`src/hdl/daaq_pkg.sv`:
```
// Shared types and constants of the digital action auto-repeat qualifier.
package daaq_pkg;

  // Table size and widths.
  localparam int unsigned NUM_ACTIONS = 64;
  localparam int unsigned IDX_W       = $clog2(NUM_ACTIONS);
  localparam int unsigned TIME_W      = 32;
  localparam int unsigned CFG_W       = 16;
  localparam int unsigned CFG_IDX_W   = 2;
  localparam int unsigned REQ_W       = 2;
  localparam int unsigned MODE_W      = 3;

  // Register values after reset.
  localparam logic [CFG_W-1:0] INITIAL_DELAY_RST = CFG_W'(250);
  localparam logic [CFG_W-1:0] REPEAT_PERIOD_RST = CFG_W'(150);
  localparam logic [CFG_W-1:0] FAST_PERIOD_RST   = CFG_W'(30);
  localparam logic [CFG_W-1:0] SPEEDUP_DELAY_RST = CFG_W'(1000);

  typedef enum logic [REQ_W-1:0] {
    REQ_POLL   = 2'd0,
    REQ_CANCEL = 2'd1,
    REQ_SET    = 2'd2
  } req_e;

  typedef enum logic [MODE_W-1:0] {
    MODE_NONE     = 3'd0,
    MODE_RELEASE  = 3'd1,
    MODE_CONT     = 3'd2,
    MODE_PRESS    = 3'd3,
    MODE_REPEAT   = 3'd4,
    MODE_TWO_RATE = 3'd5
  } mode_e;

  typedef enum logic [CFG_IDX_W-1:0] {
    CFG_INITIAL_DELAY = 2'd0,
    CFG_REPEAT_PERIOD = 2'd1,
    CFG_FAST_PERIOD   = 2'd2,
    CFG_SPEEDUP_DELAY = 2'd3
  } cfg_idx_e;

  // One entry of the action table.
  typedef struct packed {
    logic [MODE_W-1:0] mode;
    logic              pressed;
    logic              armed;
    logic [TIME_W-1:0] next_fire;
    logic [TIME_W-1:0] speedup;
  } entry_t;

endpackage

```
`src/hdl/digital_action_autorepeat_qualifier.sv`:
```
// Top level of the digital action auto-repeat qualifier.
//
// The block keeps a table of actions, each with a mode, a pressed flag, an
// armed flag, a next-fire time and a speed-up time, and turns each request
// into exactly one fire result. A poll request applies the action's mode
// (fire on release, continuous level, fire on press, auto-repeat, two-rate
// auto-repeat); a cancel request clears the action's press state and times;
// a set request stores a new mode. The block accepts one request in every
// cycle while it is not stalled. At the accepting edge the request is
// captured in the request register and its table entry is read into a
// registered read port; the mode logic between that register and the result
// register then loads the result into the result register as the request
// moves on, and it is offered there until taken. Requests are held back only
// while the result register is full and stalled. The table entry is written
// back as the request moves into the result register, and a request that
// follows at once on the same action takes the written entry from a bypass
// register, so back-to-back requests on one action are handled in order. The
// table is cleared at reset through a flag per entry; an entry whose flag is
// clear reads as all zero, so no clearing pass is needed and requests are
// taken from the first cycle after reset. Times are whole ticks compared with
// wrapping: a is later than b when a minus b, modulo the time width, is
// nonzero with its top bit clear. The user must write the timing registers
// through the configuration port only while the block is idle (not enforced).
module digital_action_autorepeat_qualifier (
  input  logic                          clk_i,
  input  logic                          rst_ni,
  // Request channel
  input  logic                          in_valid_i,
  output logic                          in_stall_o,
  input  logic [daaq_pkg::REQ_W-1:0]    req_type_i,
  input  logic [daaq_pkg::IDX_W-1:0]    action_index_i,
  input  logic                          level_i,
  input  logic                          gate_i,
  input  logic [daaq_pkg::TIME_W-1:0]   now_tick_i,
  input  logic [daaq_pkg::MODE_W-1:0]   new_mode_i,
  // Result channel
  output logic                          out_valid_o,
  input  logic                          out_stall_i,
  output logic                          fire_o,
  // Configuration write port
  input  logic                          cfg_we_i,
  input  logic [daaq_pkg::CFG_IDX_W-1:0] cfg_idx_i,
  input  logic [daaq_pkg::CFG_W-1:0]    cfg_data_i
);
  import daaq_pkg::*;

  // Timing registers.
  logic [CFG_W-1:0] initial_delay_q;
  logic [CFG_W-1:0] repeat_period_q;
  logic [CFG_W-1:0] fast_period_q;
  logic [CFG_W-1:0] speedup_delay_q;

  // Action table, its per-entry clear flags and the registered read.
  entry_t                 mem_q [NUM_ACTIONS];
  logic [NUM_ACTIONS-1:0] written_q;
  entry_t                 rd_q;
  logic                   rd_written_q;
  entry_t                 byp_q;
  logic                   byp_hit_q;

  // Request register.
  logic              s1_vld_q;
  logic [REQ_W-1:0]  s1_req_q;
  logic [IDX_W-1:0]  s1_idx_q;
  logic              s1_lvl_q;
  logic              s1_gate_q;
  logic [TIME_W-1:0] s1_now_q;
  logic [MODE_W-1:0] s1_mode_q;

  // Result register.
  logic out_vld_q;
  logic fire_q;

  logic   in_acc;
  logic   s1_adv;
  logic   wb_en;
  entry_t cur;
  entry_t nxt;
  logic   fire_d;
  logic   two_rate;
  logic   fast_now;
  logic   due_now;
  logic [CFG_W-1:0] period;

  // Wrapping time compare: a is later than b.
  function automatic logic is_later(logic [TIME_W-1:0] a, logic [TIME_W-1:0] b);
    logic [TIME_W-1:0] d;
    d = a - b;
    return (d != '0) && !d[TIME_W-1];
  endfunction

  // Handshake: the request register moves on whenever the result register
  // is empty or being emptied, so a new request can enter every cycle.
  // Every request writes its entry back; the unused request code leaves the
  // entry as it was read.
  assign s1_adv     = s1_vld_q && (!out_vld_q || !out_stall_i);
  assign in_stall_o = s1_vld_q && !s1_adv;
  assign in_acc     = in_valid_i && !in_stall_o;
  assign wb_en      = s1_adv;

  // The entry as it stands now: the bypass covers a write-back that landed
  // in the same cycle as the read, and an entry never written reads as zero.
  always_comb begin
    if (byp_hit_q) begin
      cur = byp_q;
    end else if (rd_written_q) begin
      cur = rd_q;
    end else begin
      cur = '0;
    end
  end

  assign two_rate = (cur.mode == MODE_TWO_RATE);
  assign fast_now = two_rate && is_later(s1_now_q, cur.speedup);
  assign due_now  = is_later(s1_now_q, cur.next_fire);
  assign period   = fast_now ? fast_period_q : repeat_period_q;

  // Mode logic: next entry and fire result of the request in the register.
  always_comb begin
    nxt    = cur;
    fire_d = 1'b0;
    unique case (s1_req_q)
      REQ_CANCEL: begin
        nxt.pressed   = 1'b0;
        nxt.armed     = 1'b0;
        nxt.next_fire = '0;
        nxt.speedup   = '0;
      end
      REQ_SET: begin
        nxt.mode = s1_mode_q;
      end
      REQ_POLL: begin
        unique case (cur.mode)
          MODE_RELEASE: begin
            if (s1_gate_q) begin
              if (cur.pressed) begin
                if (!s1_lvl_q) begin
                  nxt.pressed = 1'b0;
                  fire_d      = 1'b1;
                end
              end else if (s1_lvl_q) begin
                nxt.pressed = 1'b1;
              end
            end
          end
          MODE_CONT: begin
            fire_d = s1_lvl_q && s1_gate_q;
          end
          MODE_PRESS: begin
            // The gate plays no part in press mode.
            if (cur.pressed) begin
              if (!s1_lvl_q) begin
                nxt.pressed = 1'b0;
              end
            end else if (s1_lvl_q) begin
              nxt.pressed = 1'b1;
              fire_d      = 1'b1;
            end
          end
          MODE_REPEAT, MODE_TWO_RATE: begin
            if (s1_gate_q) begin
              if (cur.pressed) begin
                if (s1_lvl_q) begin
                  // Held: fire once the next fire time has passed, if armed.
                  if (cur.armed && due_now) begin
                    nxt.next_fire = s1_now_q + TIME_W'(period);
                    fire_d        = 1'b1;
                  end
                end else begin
                  nxt.pressed   = 1'b0;
                  nxt.armed     = 1'b0;
                  nxt.next_fire = '0;
                  nxt.speedup   = '0;
                end
              end else if (s1_lvl_q) begin
                // First press fires at once and arms both deadlines.
                nxt.pressed   = 1'b1;
                nxt.armed     = 1'b1;
                nxt.next_fire = s1_now_q + TIME_W'(initial_delay_q);
                nxt.speedup   = s1_now_q + TIME_W'(speedup_delay_q);
                fire_d        = 1'b1;
              end
            end
          end
          default: begin
            // Mode none and the undefined mode codes do nothing.
          end
        endcase
      end
      default: begin
        // The unused request code is dropped with a zero result.
      end
    endcase
  end

  // Timing registers.
  always_ff @(posedge clk_i or negedge rst_ni) begin
    if (!rst_ni) begin
      initial_delay_q <= INITIAL_DELAY_RST;
      repeat_period_q <= REPEAT_PERIOD_RST;
      fast_period_q   <= FAST_PERIOD_RST;
      speedup_delay_q <= SPEEDUP_DELAY_RST;
    end else if (cfg_we_i) begin
      unique case (cfg_idx_e'(cfg_idx_i))
        CFG_INITIAL_DELAY: initial_delay_q <= cfg_data_i;
        CFG_REPEAT_PERIOD: repeat_period_q <= cfg_data_i;
        CFG_FAST_PERIOD:   fast_period_q   <= cfg_data_i;
        CFG_SPEEDUP_DELAY: speedup_delay_q <= cfg_data_i;
      endcase
    end
  end

  // Action table memory: one write-back port, one registered read port.
  always_ff @(posedge clk_i) begin
    if (wb_en) begin
      mem_q[s1_idx_q] <= nxt;
    end
    if (in_acc) begin
      rd_q <= mem_q[action_index_i];
    end
  end

  // Per-entry flags: cleared at reset, set by the first write-back.
  always_ff @(posedge clk_i or negedge rst_ni) begin
    if (!rst_ni) begin
      written_q    <= '0;
      rd_written_q <= 1'b0;
      byp_hit_q    <= 1'b0;
    end else begin
      if (wb_en) begin
        written_q[s1_idx_q] <= 1'b1;
      end
      if (in_acc) begin
        rd_written_q <= written_q[action_index_i];
        byp_hit_q    <= wb_en && (s1_idx_q == action_index_i);
      end
    end
  end

  // Request payload and bypass copy.
  always_ff @(posedge clk_i) begin
    if (in_acc) begin
      s1_req_q  <= req_type_i;
      s1_idx_q  <= action_index_i;
      s1_lvl_q  <= level_i;
      s1_gate_q <= gate_i;
      s1_now_q  <= now_tick_i;
      s1_mode_q <= new_mode_i;
      byp_q     <= nxt;
    end
    if (s1_adv) begin
      fire_q <= fire_d;
    end
  end

  // Valid flags of the request and result registers.
  always_ff @(posedge clk_i or negedge rst_ni) begin
    if (!rst_ni) begin
      s1_vld_q  <= 1'b0;
      out_vld_q <= 1'b0;
    end else begin
      if (in_acc) begin
        s1_vld_q <= 1'b1;
      end else if (s1_adv) begin
        s1_vld_q <= 1'b0;
      end
      if (s1_adv) begin
        out_vld_q <= 1'b1;
      end else if (!out_stall_i) begin
        out_vld_q <= 1'b0;
      end
    end
  end

  assign out_valid_o = out_vld_q;
  assign fire_o      = fire_q;

endmodule

```
`config.mk`:
```
export PLATFORM = sky130hd
export DESIGN_NAME = digital_action_autorepeat_qualifier
export DESIGN_NICKNAME = d
export VERILOG_FILES = /design/src/hdl/daaq_pkg.sv /design/src/hdl/digital_action_autorepeat_qualifier.sv
export SDC_FILE = /design/constraint.sdc
export NUM_CORES = 2
export LEC_CHECK = 0
export BUFFER_PORTS_ARGS = -buffer_cell sky130_fd_sc_hd__buf_2
export CORE_MARGIN = 2
export CORE_UTILIZATION = 57
export CTS_CLUSTER_DIAMETER = 60
export CTS_CLUSTER_SIZE = 20
export DETAILED_ROUTE_END_ITERATION = 6
export HOLD_SLACK_MARGIN = 0.15
export PLACE_DENSITY = 0.76
export SETUP_SLACK_MARGIN = 0.3
export SKIP_LAST_GASP = 1
export SLEW_MARGIN = 20
export SYNTH_ARGS = -nofsm -noshare
export SYNTH_HDL_FRONTEND = slang
export SYNTH_MEMORY_MAX_BITS = 65536
export SYNTH_SLANG_ARGS = --single-unit
```
`constraint.sdc`:
```
create_clock -name clk_i -period 9.6 [get_ports clk_i]
set_input_delay 0.48 -clock clk_i [delete_from_list [all_inputs] [get_ports clk_i]]
set_output_delay 0.48 -clock clk_i [all_outputs]
set_load 0.1 [all_outputs]
```
[Word-level counts from Yosys, hierarchy flattened]
Memory sizes are Yosys's and may differ from the RTL's. A register that Yosys moved wholly into a read port is not among the register bits.
Cells that the tools add are included.
Word-level totals
  bits in registers: 247
  memory bits (writable): 4416
  word-level logic and storage cells: 105
  memories: 1
Memories
  mem_q: depth 64, width 69, rd ports 1, clocked after Yosys merged registers in 1, wr ports 1, RTL line digital_action_autorepeat_qualifier.sv:54  | entry_t mem_q [NUM_ACTIONS];
Operators by class
  add/subtract/negate cells: 5
  $lt $le $gt $ge: 3
  eq/ne operators: 12
  mux-type cells: 35
  bitwise gates (word level): 1
  reductions and logical operators: 27
Operators with widths (count)
  $mux W66: 3
  $mux W69: 2
  $pmux W66 S2: 1
  $add A32 B16 Y32: 3
  $mux W32: 3
  $mux W65: 1
  $or A64 B64 Y64: 1
  $reduce_bool A32 Y1: 2
  $sub A32 B32 Y32: 2
  $mux W1: 18
  $mux W16: 1
  $lt A6 B7 Y1 const B: 2
  $logic_and A1 B1 Y1: 10
  $reduce_and A2 Y1: 4
  $bmux W1 S6: 1
  $demux W1 S6: 1
  $eq A2 B2 Y1 const B: 3
  $eq A3 B2 Y1 const B: 2
  $eq A3 B3 Y1 const B: 2
  $eq A6 B6 Y1: 1
  $ge A6 B1 Y1 const B: 1
  $logic_not A1 Y1: 6
  $eq A2 B1 Y1 const B: 2
  $logic_not A2 Y1: 2
  9 further kinds: 9

[Longest topological paths before layout]
  depth after elaboration: 14
  gate-level depth with buffers: 38
  mapped depth without buffers: 31

[Worst setup path after synthesis]
OpenSTA, ideal clock, no wires.
  path type: register to register
  start point: register byp_hit_q
  end point: register byp_q[63] in the netlist's numbering (data pin)
  library setup time: 0.709 ns
  arrival: 9.859 ns
  path slack: -0.969 ns
  stages on the path, launching flop included: 36
  buffers on the path: 9
  cells stage by stage: dfrtp_1 buf_4 buf_6 buf_4 buf_2 buf_1 clkbuf_1 buf_1 a22oi_1 ha_1 buf_2 a41o_1 maj3_2 a21oi_1 nand4_1 nor3_1 nor2_1 a21o_1 or4_1 and3_1 a311oi_4 buf_6 mux2_4 ha_1 a21o_1 a21oi_1 o21ai_0 a31o_2 nand3_1 a31o_2 a2111o_1 a21oi_1 nand2_1 xnor2_1 o2111ai_1 o21ai_0
RTL lines
  from (decl): RTL line digital_action_autorepeat_qualifier.sv:59  | logic byp_hit_q;
  from (signal assigned): RTL line digital_action_autorepeat_qualifier.sv:235  | byp_hit_q <= wb_en && (s1_idx_q == action_index_i);
  to (signal assigned): RTL line digital_action_autorepeat_qualifier.sv:249  | byp_q <= nxt;
  to (decl): RTL line digital_action_autorepeat_qualifier.sv:58  | entry_t byp_q;

==> reports/results.ini <==
[status]
status=complete, no violations

[critical_path]
path_buf_inv=4
start_kind=flop
path_max_fanout=65
slowest_stage=dfrtp_4
r2r_slack_ns=0.61
cp.required_ns=10.23
critPathMaxStageDelay_ns=0.66
rr_worst_depth=30
cp_top_family=compound AO/OA/AOI/OAI gates
cp-end-kind=flop
path_class=flop to flop
timing.rr.start=byp_hit_q
cp.arrival_ns=9.62
worstReg2RegEnd=mem_q[0][63]

[yosys]
syn_area_um2=188000
synth_nets=8465
ys_types=109
yosys_warnings=0
synth-edff-count=4600
synth_top_area_share_pct=73.5
syn_avg_cell_area_um2=22.6
ys.flop_type=edfxtp_1
yosysTopAreaCell=edfxtp_1
ys_async_sr_fraction_pct=2.79
synth_seq_area_share_pct=75.3
synth-seq-cells=4732
syn_inst=8298
ys_top_cells_by_area=edfxtp_1 74%, mux4_2 18%, dfrtp_1 1.5%

[clock_tree]
path_clk_slew_ns=0.08
clk_latency_ns=0.99
cts_tree=yes
numCtsBuffers=314
clock_path_buffers=4
htreeDepth=5
root_buffer=clkbuf_16
cts_sinks=4732

[worst_hold_path]
worst_hold_path.endpoint=s1_now_q[17]
hp-class=input port to flop
holdPathStages=2
hold_start=now_tick_i[17]

[global_routing]
antenna_found_initial=38
track_usage_pct=34.1
grt_pass1_wl_um=776000
grt_max_degree=148
grt_pass1_vias=95500
overflow=0

[cells_and_area]
syn_to_final_growth_pct=10.1
final_layout_size_suffix_gt1_share_pct=30.3
instances_no_fill=13200
nFillCells=20500
final_common_cell=edfxtp_1
final_cell_area_um2=207000
multi_input_area_um2=46100
final_net_count=8828
layout_common_cells=4600 x edfxtp_1, 1470 x mux4_2, 322 x clkbuf_16, 293 x buf_4, 153 x nand2_1
seqCellArea_um2=141000

[sta]
finalHoldViolations=0
finalSetupViolations=0
finalCritPeriodShare_pct=93.7
relSlewSlack_pct=17.4
tightestPinTransition_ns=1.24
finalSetupTns_ns=0
rsz0062_at_grt=false
clock.fmax_mhz=111
min_period_ns=8.99
fin_skew_ns=0.0872
fin_ws_ns=0.609
maxSlewViolCount=0

[die]
die_w_um=578
placementRows=210
ios=71
die-area_um2=334000
fp.coreArea_um2=328000
die_h_um=578
start_util_pct=57.4

[placement]
dp_cells=12600
place.port_buffers=70
placed_area_um2=196000
gp_congestion=0.997
place_hpwl_um=297000
pre_cts_ws_ns=0.253

[drt]
post_drt_via_cell_ratio=7.40
wire_per_inst_um=43.0
vias=97400
first_iter_violations=16900
drc=0
final_antenna_net_count=0
dr.pass1.iters=6
wirelength_um=566000

[power_and_ir_drop]
leakagePower_uw=0.0653
power_uw=42500
powerDensity_nw_per_um2=205
irDropWorstVdd_uv=158

[job]
drv_cap=0

==> worst max path at each step <==
| stage | start | endpoint | cells after the start |
|---|---|---|---|
| after floorplan | byp_hit_q | byp_q[58] | 37 |
| after global placement | byp_hit_q | mem_q[36][62] | 31 |
| after detailed placement | byp_hit_q | mem_q[33][62] | 30 |
| after CTS | byp_hit_q | mem_q[0][63] | 30 |
| after global routing | byp_hit_q | mem_q[59][61] | 29 |
| final | byp_hit_q | mem_q[0][63] | 30 |
==> per-stage QoR <==
| step | hold slack [ns] | utilization [%] |
|---|---|---|
| 5_1_grt | 0.226 | 63.1 |
| 4_1_cts | 0.191 | 63.1 |
| 3_5_place_dp | 0.448 | 60.0 |
| 2_1_floorplan | 0.184 | - |
| 6_report | 0.223 | 63.1 |
| 3_3_place_gp | 0.446 | 59.9 |
==> cells by family after synthesis <==
family,share of synthesized area [%]
and+or+nand+nor,2.05
DFF,75.3
xor gates and xnor gates,0.587
buffers and inverters,0.997
muxes,18.2
AOI/OAI and AO/OA,2.15
adders and majority gates,0.762
==> registers in the layout (all words and copies together), names as in the netlist, 3 cells and up <==
signal	cells
written_q	64
s1_mode_q	3
mem_q	4416
repeat_period_q	16
fast_period_q	16
speedup_delay_q	16
s1_idx_q	6
initial_delay_q	16
byp_q	69
rd_q	69
s1_now_q	32
==> per-layer routing <==
| layer | GRT usage, % | vias up | wire length (um) |
|---|---|---|---|
| met4 | 14.1 | 36 | 29200 |
| met2 | 51.9 | 8429 | 261000 |
| met5 | 0 | - | 236 |
| li1 | - | 36100 | - |
| met1 | 47.3 | 51300 | 193000 |
| met3 | 9.12 | 1556 | 82900 |
==> cells in the mapped netlist, types with 18 or more instances <==
| cell type | count |
|---|---|
| edfxtp_1 | 4600 |
| mux4_2 | 1470 |
| clkbuf_1 | 300 |
| nor2_1 | 165 |
| nand2_1 | 156 |
| a21oi_1 | 131 |
| dfrtp_1 | 112 |
| buf_1 | 96 |
| ha_1 | 95 |
| o21ai_0 | 81 |
| xnor2_1 | 81 |
| mux2_2 | 72 |
| or2_2 | 69 |
| nand3_1 | 60 |
| inv_1 | 55 |
| a22oi_1 | 51 |
| xor2_1 | 45 |
| a21o_1 | 42 |
| nor3_1 | 40 |
| and2_1 | 30 |
| and3_1 | 30 |
| o22ai_1 | 30 |
| nand4_1 | 28 |
| nand3b_1 | 26 |
| o221ai_1 | 25 |
| a31oi_1 | 21 |
| nand2b_1 | 21 |
| dfstp_2 | 20 |
| or3_1 | 18 |
==> cell type report <==
class,count,share of cell area (%)
sequential,4732,68.4
timing repair buffer,462,1.94
tap,4346,2.63
multi-input combinational,3095,22.3
clock buffer,339,3.93
antenna,13,0.0157
inverter,56,0.105
clock inverter,122,0.706
==> power breakdown <==
part | internal [uW] | leakage [uW] | switching [uW]
Sequential | 23800 | 0.0441 | 183
Combinational | 1640 | 0.0166 | 3190
Clock | 6610 | 0.00466 | 7050
==> what timing repair did <==
action,in CTS,in global routing
hold buffers,63,0
buffers inserted,0,1
gates cloned,0,0
hold endpoints to repair,154,0
gates resized for setup,4,3
endpoints found under the setup margin,218,714
Power figures use the tool's default switching activity.
